File: src/hw/rtl/rsam_pkg.sv
package rsam_pkg;

   localparam int CHUNK_SLOTS_DEF = 64;
   localparam int MAX_STRIPES_DEF = 16;
   localparam int RESULT_LIMIT    = 16;
   localparam int DIV_STEPS       = 64;

   localparam logic [1:0] OP_LOAD_CHUNK  = 2'd0;
   localparam logic [1:0] OP_LOAD_STRIPE = 2'd1;
   localparam logic [1:0] OP_MAP         = 2'd2;

   localparam logic [2:0] PROF_SINGLE  = 3'd0;
   localparam logic [2:0] PROF_RAID0   = 3'd1;
   localparam logic [2:0] PROF_RAID1   = 3'd2;
   localparam logic [2:0] PROF_DUP     = 3'd3;
   localparam logic [2:0] PROF_RAID10  = 3'd4;
   localparam logic [2:0] PROF_RAID5   = 3'd5;
   localparam logic [2:0] PROF_RAID6   = 3'd6;
   localparam logic [2:0] PROF_UNSUPP  = 3'd7;

   localparam logic [1:0] RSP_MAPPED    = 2'd0;
   localparam logic [1:0] RSP_LOADED    = 2'd1;
   localparam logic [1:0] RSP_NOT_FOUND = 2'd2;
   localparam logic [1:0] RSP_BAD       = 2'd3;

   typedef enum logic [4:0] {
      ST_IDLE,
      ST_WR_CHUNK,
      ST_WR_STRIPE,
      ST_BAD_OP,
      ST_SRCH_INIT,
      ST_SRCH_RD,
      ST_SRCH_CMP,
      ST_GEOM,
      ST_DIV_OFF,
      ST_POST_OFF,
      ST_START_A,
      ST_DIV_A,
      ST_POST_A,
      ST_START_B,
      ST_DIV_B,
      ST_POST_B,
      ST_MUL_LO,
      ST_MUL_HI,
      ST_BASE,
      ST_COPY_RD,
      ST_COPY_FORM,
      ST_PUSH
   } state_type;

   typedef enum logic [4:0] {
      DP_NOP,
      DP_ACCEPT,
      DP_WR_CHUNK,
      DP_WR_STRIPE,
      DP_SET_BAD,
      DP_SET_NOT_FOUND,
      DP_SRCH_INIT,
      DP_SRCH_RD,
      DP_SRCH_CMP,
      DP_START_OFF,
      DP_DIV_STEP,
      DP_POST_OFF,
      DP_START_NS,
      DP_SET_MIRROR,
      DP_START_FACTOR,
      DP_START_DATA,
      DP_POST_R0,
      DP_POST_FACTOR,
      DP_POST_DATA,
      DP_START_SNRF,
      DP_START_MODNS,
      DP_POST_R10,
      DP_POST_PAR,
      DP_MUL_LO,
      DP_MUL_HI,
      DP_ADD_BASE,
      DP_COPY_RD,
      DP_COPY_FORM,
      DP_PUSH
   } dp_op_type;

   typedef enum logic [1:0] {
      CLS_STRIPE,
      CLS_MIRROR,
      CLS_R10,
      CLS_PARITY
   } cls_type;

   typedef struct packed {
      logic    srch_empty;
      logic    cmp_hit;
      logic    geom_bad;
      logic    div_done;
      cls_type cls;
      logic    out_free;
      logic    pend_last;
   } dp_stat_type;

endpackage

File: src/hw/rtl/rsam_ctrl.sv
module rsam_ctrl (
   input  logic                  clock,
   input  logic                  reset,
   input  logic                  req_valid,
   input  logic [1:0]            req_opcode,
   input  rsam_pkg::dp_stat_type dp_stat,
   output rsam_pkg::dp_op_type   dp_op,
   output logic                  req_stall
);

   rsam_pkg::state_type state_ff, state_in;

   always_ff @(posedge clock) begin
      if (reset) begin
         state_ff <= rsam_pkg::ST_IDLE;
      end else begin
         state_ff <= state_in;
      end
   end

   always_comb begin
      state_in = state_ff;
      unique case (state_ff)
         rsam_pkg::ST_IDLE: begin
            if (req_valid) begin
               unique case (req_opcode)
                  rsam_pkg::OP_LOAD_CHUNK:  state_in = rsam_pkg::ST_WR_CHUNK;
                  rsam_pkg::OP_LOAD_STRIPE: state_in = rsam_pkg::ST_WR_STRIPE;
                  rsam_pkg::OP_MAP:         state_in = rsam_pkg::ST_SRCH_INIT;
                  default:                  state_in = rsam_pkg::ST_BAD_OP;
               endcase
            end
         end
         rsam_pkg::ST_WR_CHUNK:  state_in = rsam_pkg::ST_PUSH;
         rsam_pkg::ST_WR_STRIPE: state_in = rsam_pkg::ST_PUSH;
         rsam_pkg::ST_BAD_OP:    state_in = rsam_pkg::ST_PUSH;
         rsam_pkg::ST_SRCH_INIT: state_in = rsam_pkg::ST_SRCH_RD;
         rsam_pkg::ST_SRCH_RD: begin
            state_in = dp_stat.srch_empty ? rsam_pkg::ST_PUSH : rsam_pkg::ST_SRCH_CMP;
         end
         rsam_pkg::ST_SRCH_CMP: begin
            state_in = dp_stat.cmp_hit ? rsam_pkg::ST_GEOM : rsam_pkg::ST_SRCH_RD;
         end
         rsam_pkg::ST_GEOM: begin
            state_in = dp_stat.geom_bad ? rsam_pkg::ST_PUSH : rsam_pkg::ST_DIV_OFF;
         end
         rsam_pkg::ST_DIV_OFF: begin
            if (dp_stat.div_done) state_in = rsam_pkg::ST_POST_OFF;
         end
         rsam_pkg::ST_POST_OFF: state_in = rsam_pkg::ST_START_A;
         rsam_pkg::ST_START_A: begin
            state_in = (dp_stat.cls == rsam_pkg::CLS_MIRROR) ? rsam_pkg::ST_MUL_LO
                                                              : rsam_pkg::ST_DIV_A;
         end
         rsam_pkg::ST_DIV_A: begin
            if (dp_stat.div_done) state_in = rsam_pkg::ST_POST_A;
         end
         rsam_pkg::ST_POST_A: begin
            state_in = (dp_stat.cls == rsam_pkg::CLS_STRIPE) ? rsam_pkg::ST_MUL_LO
                                                              : rsam_pkg::ST_START_B;
         end
         rsam_pkg::ST_START_B: state_in = rsam_pkg::ST_DIV_B;
         rsam_pkg::ST_DIV_B: begin
            if (dp_stat.div_done) state_in = rsam_pkg::ST_POST_B;
         end
         rsam_pkg::ST_POST_B:    state_in = rsam_pkg::ST_MUL_LO;
         rsam_pkg::ST_MUL_LO:    state_in = rsam_pkg::ST_MUL_HI;
         rsam_pkg::ST_MUL_HI:    state_in = rsam_pkg::ST_BASE;
         rsam_pkg::ST_BASE:      state_in = rsam_pkg::ST_COPY_RD;
         rsam_pkg::ST_COPY_RD:   state_in = rsam_pkg::ST_COPY_FORM;
         rsam_pkg::ST_COPY_FORM: state_in = rsam_pkg::ST_PUSH;
         rsam_pkg::ST_PUSH: begin
            if (dp_stat.out_free) begin
               state_in = dp_stat.pend_last ? rsam_pkg::ST_IDLE : rsam_pkg::ST_COPY_RD;
            end
         end
         default: state_in = rsam_pkg::ST_IDLE;
      endcase
   end

   always_comb begin
      dp_op     = rsam_pkg::DP_NOP;
      req_stall = (state_ff != rsam_pkg::ST_IDLE);
      unique case (state_ff)
         rsam_pkg::ST_IDLE: begin
            if (req_valid) dp_op = rsam_pkg::DP_ACCEPT;
         end
         rsam_pkg::ST_WR_CHUNK:  dp_op = rsam_pkg::DP_WR_CHUNK;
         rsam_pkg::ST_WR_STRIPE: dp_op = rsam_pkg::DP_WR_STRIPE;
         rsam_pkg::ST_BAD_OP:    dp_op = rsam_pkg::DP_SET_BAD;
         rsam_pkg::ST_SRCH_INIT: dp_op = rsam_pkg::DP_SRCH_INIT;
         rsam_pkg::ST_SRCH_RD: begin
            dp_op = dp_stat.srch_empty ? rsam_pkg::DP_SET_NOT_FOUND : rsam_pkg::DP_SRCH_RD;
         end
         rsam_pkg::ST_SRCH_CMP: dp_op = rsam_pkg::DP_SRCH_CMP;
         rsam_pkg::ST_GEOM: begin
            dp_op = dp_stat.geom_bad ? rsam_pkg::DP_SET_BAD : rsam_pkg::DP_START_OFF;
         end
         rsam_pkg::ST_DIV_OFF, rsam_pkg::ST_DIV_A, rsam_pkg::ST_DIV_B: begin
            if (!dp_stat.div_done) dp_op = rsam_pkg::DP_DIV_STEP;
         end
         rsam_pkg::ST_POST_OFF: dp_op = rsam_pkg::DP_POST_OFF;
         rsam_pkg::ST_START_A: begin
            unique case (dp_stat.cls)
               rsam_pkg::CLS_STRIPE: dp_op = rsam_pkg::DP_START_NS;
               rsam_pkg::CLS_MIRROR: dp_op = rsam_pkg::DP_SET_MIRROR;
               rsam_pkg::CLS_R10:    dp_op = rsam_pkg::DP_START_FACTOR;
               rsam_pkg::CLS_PARITY: dp_op = rsam_pkg::DP_START_DATA;
               default:              dp_op = rsam_pkg::DP_NOP;
            endcase
         end
         rsam_pkg::ST_POST_A: begin
            unique case (dp_stat.cls)
               rsam_pkg::CLS_STRIPE: dp_op = rsam_pkg::DP_POST_R0;
               rsam_pkg::CLS_R10:    dp_op = rsam_pkg::DP_POST_FACTOR;
               rsam_pkg::CLS_PARITY: dp_op = rsam_pkg::DP_POST_DATA;
               default:              dp_op = rsam_pkg::DP_NOP;
            endcase
         end
         rsam_pkg::ST_START_B: begin
            unique case (dp_stat.cls)
               rsam_pkg::CLS_R10:    dp_op = rsam_pkg::DP_START_SNRF;
               rsam_pkg::CLS_PARITY: dp_op = rsam_pkg::DP_START_MODNS;
               default:              dp_op = rsam_pkg::DP_NOP;
            endcase
         end
         rsam_pkg::ST_POST_B: begin
            unique case (dp_stat.cls)
               rsam_pkg::CLS_R10:    dp_op = rsam_pkg::DP_POST_R10;
               rsam_pkg::CLS_PARITY: dp_op = rsam_pkg::DP_POST_PAR;
               default:              dp_op = rsam_pkg::DP_NOP;
            endcase
         end
         rsam_pkg::ST_MUL_LO:    dp_op = rsam_pkg::DP_MUL_LO;
         rsam_pkg::ST_MUL_HI:    dp_op = rsam_pkg::DP_MUL_HI;
         rsam_pkg::ST_BASE:      dp_op = rsam_pkg::DP_ADD_BASE;
         rsam_pkg::ST_COPY_RD:   dp_op = rsam_pkg::DP_COPY_RD;
         rsam_pkg::ST_COPY_FORM: dp_op = rsam_pkg::DP_COPY_FORM;
         rsam_pkg::ST_PUSH: begin
            if (dp_stat.out_free) dp_op = rsam_pkg::DP_PUSH;
         end
         default: dp_op = rsam_pkg::DP_NOP;
      endcase
   end

endmodule

File: config.mk
export PLATFORM = sky130hd
export DESIGN_NAME = rsam_ctrl
export DESIGN_NICKNAME = d
export VERILOG_FILES = /design/src/hw/rtl/rsam_pkg.sv /design/src/hw/rtl/rsam_ctrl.sv
export SDC_FILE = /design/constraint.sdc
export NUM_CORES = 1
export LEC_CHECK = 0
export BUFFER_PORTS_ARGS = -buffer_cell sky130_fd_sc_hd__buf_2
export CAP_MARGIN = 20
export CORE_ASPECT_RATIO = 1.4
export CORE_MARGIN = 5
export CORE_UTILIZATION = 56
export CTS_CLUSTER_DIAMETER = 60
export DETAILED_ROUTE_END_ITERATION = 7
export GPL_TIMING_DRIVEN = 0
export PLACE_DENSITY = 0.8
export SLEW_MARGIN = 20
export SYNTH_ARGS = -nofsm -noshare
export SYNTH_HDL_FRONTEND = slang
export SYNTH_SLANG_ARGS = --single-unit
File: constraint.sdc
create_clock -name clock -period 1.7 [get_ports clock]
set_input_delay 0.17 -clock clock [delete_from_list [all_inputs] [get_ports clock]]
set_output_delay 0.17 -clock clock [all_outputs]
set_load 0.02 [all_outputs]
; Word-level counts from Yosys, hierarchy flattened
; Index checks and enable logic that the tools add are counted.
; W data, S select, Z words.
[classes]
mux = 23
n_eq_ne = 31
reduce_logical = 7
[op_table]
columns = cell, n
row1 = $pmux W5 S20, 1
row2 = $pmux W5 S19, 1
row3 = $mux W5, 11
row4 = $eq A5 B4 Y1 const B, 8
row5 = $eq A5 B5 Y1 const B, 6
row6 = $eq A5 B3 Y1 const B, 4
row7 = $pmux W5 S2, 2
row8 = $pmux W5 S4, 1
row9 = $pmux W5 S3, 1
row10 = $eq A5 B2 Y1 const B, 2
row11 = $ne A2 B2 Y1 const B, 5
row12 = $pmux W3 S3, 1
row13 = $mux W4, 2
row14 = $eq A2 B2 Y1 const B, 3
row15 = $eq A5 B1 Y1 const B, 1
row16 = $logic_not A5 Y1, 1
row17 = $reduce_and A5 Y1, 1
row18 = $reduce_bool A5 Y1, 1
row19 = $eq A2 B1 Y1 const B, 2
row20 = $logic_not A2 Y1, 2
row21 = $mux W2, 2
row22 = $reduce_or A4 Y1, 1
row23 = $reduce_or A3 Y1, 1
row24 = $mux W1, 1
[word_totals]
word_cells = 62
ff_bits = 5
out_inout_bits = 6
input_bits = 13

; Logic depth before layout (Yosys ltp)
[depth]
depth_word = 4
depth_mapped = 7
mapped_depth_nobuf = 7

; Worst setup path before layout
; Ideal clock, no wire load.
[synth_timing]
path_type = flip-flop to output port
startpoint = reg state_ff[4]
endpoint = out dp_op[3]
n_path_buf = 2
arrival_ns = 1.741
t_required_ns = 1.530
setup_slack_ns = -0.211
stages_incl_launch_ff = 7
path_cell_list = dfxtp_1 -> buf_4 -> buf_4 -> inv_1 -> nor3_1 -> a21oi_1 -> o311ai_0
[synth_between]
elab_chain_len = 3
[synth_lines]
columns = item, line_no
row1 = "start, declared", rsam_ctrl.sv:11  ; rsam_pkg::state_type state_ff, state_in;
row2 = "start signal, assigned", rsam_ctrl.sv:15  ; state_ff <= rsam_pkg::ST_IDLE;
row3 = "start signal, assigned", rsam_ctrl.sv:17  ; state_ff <= state_in;
row4 = $eq A5 B4 Y1, rsam_ctrl.sv:84  ; unique case (state_ff)
row5 = $reduce_or A3 Y1, rsam_ctrl.sv:84
row6 = $pmux W5 S20 *, rsam_ctrl.sv:84
row7 = "end, declared", rsam_ctrl.sv:7  ; output rsam_pkg::dp_op_type dp_op,
; Mark *: on every way between the ends. The rest lies on a longest branch, timed or not.

; Worst setup path after layout
; Same ends and word-level chain as after synthesis.

==> results.txt <==
The number of hold buffers added after CTS was 0. The ratio of routed vias to standard cells came out at 7.40. Worst-case setup margin in the final layout: -0.364 ns. The largest registers in the layout are state_ff x5. For the final database, setup skew stands at 0.00499 ns.

For this run, the leading register cell type out of synthesis is dfxtp_1. The slew at the pin with the worst max-slew slack was 0.521 ns. The register with the most flip-flops in the final layout is state_ff.

The count of final hold-check violations is 0. Setup repair after global routing could not meet its margin everywhere. The type of destination of the critical path is an output port. Sequential elements use 9.12% of the synthesized area. The tools report the startpoint kind of the worst setup timing path as a flop. For this design the static power due to leakage is 0.672 nW. For this run, the detailed router's first-pass iteration total came to 6.

Leaving out fill and tap cells, the most frequent cells in the layout are buf_2, buf_4, nor2_1. The floorplan has 19 rows. Yosys printed 0 warnings.

Counting distinct cell types in the post-synthesis netlist gives 50. The flow ran to the end, but the final reports show violations. TritonCTS created 3 clock buffers. The run gives 109 as the number of fill cells in the layout. Relative to the synthesized area, the layout overhead comes to 51.3%. For this configuration, the core starts out at a cell density of 57.0%.

The die width came out at 47.4 um. Final hold analysis gives a worst-case slack of 0.159 ns. The wire-length estimate of the detail-placed layout is 2960 um. For the number of antenna violations at the first check in global routing, the log shows 0. The max-slew violation total from the final report was 0. Clock-pin slew was measured on the worst setup and hold paths at 0.04 ns.

Setup violations remaining at the end of the flow were counted as 6. Entering global routing, the biggest net connects 11 pins. The post-layout minimum cycle time is 2.06 ns. The register with the most flip-flops in the layout has 5 of them. Cells with a size suffix above 1 make up 41.5% of the layout. For the DRC marker count from the first detailed-route iteration, the log shows 174. The area of the mapped netlist was 1100 um^2. In this run the tightest slew margin relative to its limit is 64.9%. In this run the remaining antenna-violating nets after routing total 0. The fmax was 484 MHz; the maximum clock insertion buffer count was 2. The logs give 0 for the number of antenna repair diodes and 1660 um^2 for the total non-filler cell area in the finished layout. Yosys mapped a number of flops with a built-in enable equal to 0. In this run the vertical extent of the chip is 62.4 um. The count of input and output buffers was 17. Across the run, the number of max-cap violations was 0. The top cell type by total area after synthesis is dfxtp_1. The share of Yosys cell area claimed by the top area cell type works out to 9.12%.

Across the VDD grid, the largest voltage drop is 1.42 mV. The combined global-route utilization of all metal layers was 31.9%; the combined area of the multi-input logic cells was 985 um^2. Counting every instance in the synthesized netlist gives 168.

The critical path is of the flop to output port type. The total cell area at the placement stage is 1210 um^2. The ratio of final minimum period to clock period was 121%.

The tree is rooted in a clkbuf_4. At the later pin of the worst-skew pair, clock insertion delay measures 0.25 ns. During I/O placement, the number of pins put on the boundary was 19. Counting every net in the synthesized netlist gives 184.

Summed over all layers, the global routing overflow is 0. By area the synthesized netlist is led by dfxtp_1, o21ai_0, nor2_1. The checks that failed: setup timing.

For the worst setup path, the data required time is 1.53 ns. The share of async-settable or async-resettable flops after synthesis is 0%, and the number of nets in the layout is 224. The average size of a mapped cell is 6.53 um^2, and the last weighted congestion value of the routability-driven placer is 0.954.

The via count of the routed design is 1688. STA puts the critical path data arrival time at 1.89 ns. Clock tree synthesis found a total of 5 sinks.

Final routed wire length divided by cell count: 23.7 um. Power per cell area: 1880 nW/um^2. TritonCTS built the clock tree. The sequential cells in the finished layout cover a total of 116 um^2.

The DRC violation count after routing was 0; the routed wire length was 5400 um. The first-pass GRT wire length was 7000 um; the summed negative setup slack over all endpoints was -0.691 ns. The run gives 1930 um^2 as the core footprint. Synthesis inferred 5 register bits.

The tools report the number of levels in the clock H-tree as 1. The floorplan step defined a die boundary enclosing 2960 um^2. Of all nets on the critical path, the largest fanout is 9. The worst hold path belongs to the class input pin to flop. The tools report the via count of the first global-routing pass as 1438.
-- cells in the mapped netlist (all sizes together) (2+ instances only) --
library cell,number
o211ai,2
a2111oi,2
a21oi,11
o221ai,2
clkbuf,5
nor3b,2
a211oi,3
xnor2,2
a31oi,7
ha,3
nor3,8
nand3,4
dfxtp,5
xor2,3
inv,9
nand2b,9
a32o,3
o311ai,2
o22ai,2
o21ai,16
nor4,3
a22oi,2
buf,12
nor2b,3
mux2,2
nand2,12
nor2,17
o21a,2
-- critical path: stages, from the launching register on --
cell and delay, ns:
dfxtp_4 0.35, buf_12 0.15, nand2b_1 0.23, a211oi_1 0.14, a31oi_1 0.38, o311ai_1 0.19, buf_2 0.20
-- what timing repair did --
| action | CTS | global route |
|---|---|---|
| setup buffers | 13 | 4 |
| gates resized for setup | 51 | 30 |
| endpoints found under the setup margin | 7 | 10 |
| pin swaps | 5 | 3 |
| gates cloned | 0 | 1 |
-- area by class of cell --
| cell class | count | share of cell area [%] |
|---|---|---|
| Multi-Input combinational cell | 137 | 59.3 |
| Sequential cell | 5 | 7.01 |
| Tap cell | 21 | 1.58 |
| Clock buffer | 4 | 1.58 |
| Buffer | 17 | 12.3 |
| Timing Repair Buffer | 35 | 15.8 |
| Inverter | 9 | 2.41 |
-- routing by layer --
layer	track usage, %	up-vias	wire length, um
li1	-	712	-
met5	0	-	0
met3	4.61	60	581
met1	38.4	741	1790
met2	48.2	175	2500
met4	23.5	0	521
-- through the flow --
step                      setup WS (ns)  power, W  instances  util, %
final                            -0.364   0.00312        228     86.2
after global routing             -0.392   0.00326        228     86.2
after CTS                       -0.0717   0.00261        223     77.8
after detailed placement         -0.156   0.00199        206     62.8
after global placement           -0.134   0.00197        206     62.8
after floorplan                  0.0333   0.00154        168        -
-- path summary, 6_finish.rpt --
check	startpoint	end	slack, ns	depth (start not counted)
min reg2reg	state_ff[2]	state_ff[1]	0.79	4
max reg2reg	state_ff[0]	state_ff[0]	0.01	7
max	state_ff[4]	dp_op[3]	-0.36	6
min	reset	state_ff[4]	0.16	2
-- kinds of logic (layout without fill, tap and decap cells) --
kind of cell	after synthesis	in the layout	synth area share (%)
AO/OA/AOI/OAI	62	62	38.2
XOR/XNOR	5	5	3.99
adder cells (fa/ha/maj)	3	3	3.42
buffers and inverters	26	65	12.2
flip-flops	5	5	9.12
multiplexers	2	2	2.39
AND/OR/NAND/NOR	65	65	30.7
-- report_power, final --
part	total [W]	internal (W)	switching (W)
clock network	0.000138	0.0000887	0.0000491
registers	0.000240	0.000179	0.0000606
logic	0.00274	0.00124	0.00150
No activity file was read; power rests on OpenSTA's default activity.
